**src/sv/bgpt_pkg.sv**
```systemverilog
package bgpt_pkg;
    localparam int TABLE_DEPTH = 4096;
    localparam int IDX_W = 12;
    localparam int CNT_W = 13;
    localparam logic REQ_LOAD  = 1'b0;
    localparam logic REQ_QUERY = 1'b1;
    localparam logic CFG_NUM_ENTRIES = 1'b0;
    localparam logic CFG_DEFAULT_BPM = 1'b1;
    typedef struct packed {
        logic [31:0] time_ms;
        logic [15:0] tempo;
        logic [1:0]  phase;
    } t_entry;
    typedef struct packed {
        logic        start;
        logic [41:0] num;
        logic [31:0] den;
    } t_div_req;
    typedef struct packed {
        logic        done;
        logic [41:0] quo;
        logic [31:0] rem;
    } t_div_rsp;
endpackage

```
**src/sv/bgpt_div.sv**
```systemverilog
module bgpt_div (
    input  logic               i_clk,
    input  logic               i_rst_n,
    input  bgpt_pkg::t_div_req i_req,
    output bgpt_pkg::t_div_rsp o_rsp
);
    import bgpt_pkg::*;
    logic [41:0] r_quo;
    logic [32:0] r_rem;
    logic [31:0] r_den;
    logic [5:0]  r_cnt;
    logic        r_busy;
    logic        r_done;
    logic [32:0] w_sh;
    logic [32:0] w_sub;

    assign w_sh  = {r_rem[31:0], r_quo[41]};
    assign w_sub = w_sh - {1'b0, r_den};

    always_ff @(posedge i_clk) begin
        if (!i_rst_n) begin
            r_busy <= 1'b0;
            r_done <= 1'b0;
            r_cnt  <= '0;
        end else begin
            r_done <= 1'b0;
            if (i_req.start) begin
                r_busy <= 1'b1;
                r_cnt  <= 6'd42;
                r_quo  <= i_req.num;
                r_rem  <= '0;
                r_den  <= i_req.den;
            end else if (r_busy) begin
                if (!w_sub[32]) begin
                    r_rem <= w_sub;
                    r_quo <= {r_quo[40:0], 1'b1};
                end else begin
                    r_rem <= w_sh;
                    r_quo <= {r_quo[40:0], 1'b0};
                end
                r_cnt <= r_cnt - 6'd1;
                if (r_cnt == 6'd1) begin
                    r_busy <= 1'b0;
                    r_done <= 1'b1;
                end
            end
        end
    end

    assign o_rsp.done = r_done;
    assign o_rsp.quo  = r_quo;
    assign o_rsp.rem  = r_rem[31:0];
endmodule

```
**config.mk**
```make
export PLATFORM = sky130hd
export DESIGN_NAME = bgpt_div
export DESIGN_NICKNAME = d
export VERILOG_FILES = /design/src/sv/bgpt_pkg.sv /design/src/sv/bgpt_div.sv
export SDC_FILE = /design/constraint.sdc
export NUM_CORES = 1
export LEC_CHECK = 0
export ABC_AREA = 0
export ABC_CLOCK_PERIOD_IN_PS = 3600
export BUFFER_PORTS_ARGS = -buffer_cell sky130_fd_sc_hd__buf_2
export CORE_MARGIN = 10
export CORE_UTILIZATION = 30
export DETAILED_ROUTE_END_ITERATION = 10
export PLACE_DENSITY = 0.51
export SYNTH_ARGS = -nofsm -noshare
export SYNTH_HDL_FRONTEND = slang
export SYNTH_SLANG_ARGS = --single-unit
```
**constraint.sdc**
```tcl
create_clock -name i_clk -period 3.6 [get_ports i_clk]
set_clock_uncertainty 0.15 [all_clocks]
set_input_delay 0.18 -clock i_clk [delete_from_list [all_inputs] [get_ports i_clk]]
set_output_delay 0.18 -clock i_clk [all_outputs]
set_load 0.01 [all_outputs]
```
==> Implementation_results.wiki <==
{| class="wikitable"
! Metric !! Value
|-
| Category of the worst setup path capture point || flip-flop
|-
| Type of element launching the critical path || flip-flop
|-
| Ratio of final minimum period to clock period || 92.8%
|-
| Syn Area/Cell || roughly 12 µm²
|-
| Maximum level of the CTS H-tree || 4
|-
| Average wire length per cell after detail routing || 16.8 µm
|-
| Cell type contributing the most total cell area after synthesis || edfxtp_1
|-
| Hold path startpoint || i_req[74]
|-
| Switching power as a share of total power || 30.0%
|-
| Worst vdd ir || 0.000313 V
|-
| Die Span Y || around 170 µm
|-
| Headroom to the max-slew limit || 27.6%
|-
| Share of synthesized flip-flops with an asynchronous set or reset || 0%
|-
| Antenna violations before repair || 1
|-
| Met3 wire length || 1410 µm
|-
| DP Wirelength || roughly 13,000 µm
|-
| Fin Setup TNS || 0 ns
|-
| Setup-failing EPs final || 0
|-
| Mapped cell area || roughly 6300 µm²
|-
| Share of the synthesized area in the top cell type || roughly half
|-
| Pin count of the biggest net entering global routing || 76
|-
| Metal1 wirelength || 7930 µm
|-
| # DRC || 0
|-
| DR top layer || met5
|-
| Power share of the combinational group || 26.0%
|-
| Effective utilization at floorplan || 30.9%
|-
| Horiz. Die Dim || 165 µm
|-
| Row cnt || 52
|-
| Required @ worst endpoint || 3.70 ns
|-
| Shortest period the worst path allows || between 3 and 4 ns
|-
| Critical path class || flip-flop to flip-flop
|-
| Dominant register cell in the synthesized netlist || edfxtp_1
|-
| Least-Margin Pin Slew || 1.09 ns
|-
| Clock Root Buffer || clkbuf_16
|-
| Internal power || 3.18 mW
|-
| Count of flip-flops with a built-in enable after synthesis || 106
|-
| Class of the worst hold path || input port to flip-flop
|-
| Global-route wire length before repair || roughly 28,000 µm
|-
| PnR Total Power || 4.55 mW
|-
| TritonRoute pass-1 iters || 4
|-
| Yosys warning count || 0
|-
| Sequential-to-total area share from yosys stat || 53.0%
|-
| Number of cell instances on the worst register-to-register path || 13
|-
| Number of standard cells in the final layout excluding fillers || 1,045
|-
| Pwr Density || 519 nW/µm²
|-
| Global placement routability congestion || 0.895
|-
| Source-to-sink clock delay at the later pin of the worst-skew pair || 0.41 ns
|-
| Antenna viol nets, final || 0
|-
| End of the worst register-to-register path || r_rem[31]
|-
| Critical path peak fanout || 20
|-
| Outcome || completed
|-
| Reg-to-reg startpoint || r_quo[41]
|-
| End-of-flow core utilization || 42.9%
|-
| Layout overhead on the synthesized area || 38.9%
|-
| Fin. max-slew vios || 0
|-
| Total vias in the final route || 4,898
|-
| End point of the most critical hold path || r_rem[24]
|-
| Fin. Hold Viols || 0
|-
| Total length of routed met2 wires || 8050 µm
|-
| Post-synthesis cell type count || 57
|-
| Starting DRC count in detailed routing || 217
|-
| Area contributors post-synth || edfxtp_1 (50%), mux2_2 (7.7%), ha_1 (6.7%)
|-
| Reg2Reg Setup Slack || approximately 0.26 ns
|-
| Number of nets at the end of the flow || 874
|-
| Vias in the first global route || 5,370
|-
| Flop pwr share || 36.9%
|-
| Port Buffers || 151
|-
| Worst endpoint data arrival time || 3.44 ns
|-
| Fillers || between 1,500 and 2,000
|-
| Switch Pwr || 1.36 mW
|-
| Total Die Area || 27,200 µm²
|-
| Diodes inserted || 0
|-
| Total Wirelength || 17,500 µm
|-
| Drt via density || about 4.7
|-
| Placeable core region || 20,400 µm²
|-
| Inserted Clock Buffers || 17
|-
| Number of storage elements in the synthesis netlist || roughly 110
|-
| Ratio of cells with drive above 1 in the final layout || 32.0%
|-
| Clock Sink Count || 114
|-
| Max Freq || 299 MHz
|-
| Commonest cells after routing, fill and taps aside || buf_2 (151), edfxtp_1 (106), dlygate4sd3_1 (75), nor2_1 (44), mux2_2 (43)
|-
| Clock Tree Buf Depth || 2
|-
| Mapped Cells || 524
|-
| Leading cell type in the layout, fill and taps excluded || buf_2
|-
| Global-route usage over all layers || 13.1%
|-
| Post-Syn Nets || about 640
|-
| Share of total power in the clock network || ~37%
|-
| Count of cells along the worst hold path || 2
|-
| Clock slew at reported path FFs || about 0.060 ns
|-
| Leakage power summed over all cells || between 3 and 4 nW
|-
| TritonCTS clock tree || yes
|-
| RSZ-0062 raised after global routing || no
|-
| Post-placement cell count || between 900 and 1,000
|-
| I/O pin cnt || 152
|-
| Total grt overflow || 0
|-
| Number of max-cap violations || 0
|}
==> synth_stat cells (2+ instances only) <==
cell type and instances:
nand3_1 6, nand4_1 2, clkbuf_1 6, dfxtp_1 8
a211oi_1 2, buf_1 3, o31ai_1 3, nand2_1 28
o21a_1 6, nor3_1 8, a31oi_1 6, nand2b_1 5
xnor2_1 17, a211oi_2 3, a21o_1 14, xor2_1 13
nor2b_1 4, a21oi_1 28, mux2_2 43, o211ai_1 4
edfxtp_1 106, inv_1 42, o22ai_1 5, ha_1 34
and3_1 7, nand3b_1 2, a21boi_0 6, nor2_1 44
or2_2 2, buf_6 3, o21ai_1 2, o21ai_0 15
mux2i_1 23
==> worst max-delay path, cell delays in order, from the launching register on <==
cell      delay [ns]
edfxtp_1        0.34
inv_1           0.06
ha_1            0.22
fa_1            0.42
nor2b_2         0.17
o31ai_1         0.10
a21o_1          0.23
a211oi_4        0.32
o21ai_2         0.11
a21oi_4         0.19
xor2_4          0.22
buf_12          0.20
nand2_1         0.18
o22ai_1         0.24
==> layer usage <==
| metal | vias up | track usage, % |
|---|---|---|
| li1 | 2410 | - |
| met1 | 2321 | 15.8 |
| met2 | 155 | 20.7 |
| met3 | 10 | 5.90 |
| met4 | 2 | 3.66 |
| met5 | - | 0 |
==> registers in the layout, summed over array words and instances, names as in the netlist <==
signal	cells
r_quo	42
r_done	1
r_cnt	6
r_busy	1
r_den	32
r_rem	32
==> worst max-delay path by stage <==
| stage | start | to | slack, ns | cells past startpoint |
|---|---|---|---|---|
| final | r_quo[41] | r_rem[31] | 0.26 | 13 |
| after global placement | r_quo[41] | r_rem[12] | 0.23 | 13 |
| after floorplan | r_quo[41] | r_rem[4] | 0.39 | 13 |
| after detailed placement | r_quo[41] | r_rem[12] | 0.17 | 13 |
| after CTS | r_quo[41] | r_rem[13] | 0.15 | 13 |
| after global routing | r_quo[41] | r_rem[12] | 0.06 | 13 |
==> per-stage QoR <==
step	setup WS, ns	cell area [µm²]	hold slack, ns
CTS	0.148	8730	0.0964
global placement	0.231	7400	0.207
floorplan	0.388	6310	0.129
finish	0.260	8760	0.115
detailed placement	0.173	7400	0.208
global route	0.0579	8760	0.105
==> area by class of cell <==
cell class / count / area (µm²) / area share (%)
clock inverter: 15 / 156 / 1.79
tap: 270 / 338 / 3.86
clock buffer: 17 / 425 / 4.86
inverter: 42 / 158 / 1.80
timing repair buffer: 232 / 1580 / 18.1
sequential: 114 / 3340 / 38.2
multi-input combinational: 355 / 2760 / 31.5
==> power groups by stage <==
| stage | clock (mW) | combinational, mW | sequential (mW) |
|---|---|---|---|
| after floorplan | 0 | 0.779 | 1.72 |
| after global placement | 0 | 1.10 | 1.70 |
| after detailed placement | 0 | 1.11 | 1.70 |
| after CTS | 1.73 | 1.18 | 1.68 |
| after global routing | 1.79 | 1.32 | 1.69 |
| final | 1.69 | 1.18 | 1.68 |
==> cell families (layout without fill, tap and decap cells) <==
kind of cell               after synthesis  after routing  share of synthesized area (%)
muxes                                   66             66                           11.3
xor gates and xnor gates                31             31                           4.60
buffers and inverters                   55            306                           3.69
adders and majority gates               35             35                           7.06
DFF                                    114            114                           53.0
and+or+nand+nor                        115            115                           8.55
AOI/OAI and AO/OA                      108            108                           11.8
==> repair_timing <==
action                                  4_1_cts  5_1_grt
setup buffers                                 0        1
hold buffers                                 75        0
gates resized for setup                       0        5
hold endpoints to repair                     82        0
endpoints found under the setup margin        0       15
No activity file was read; power rests on OpenSTA's default activity.
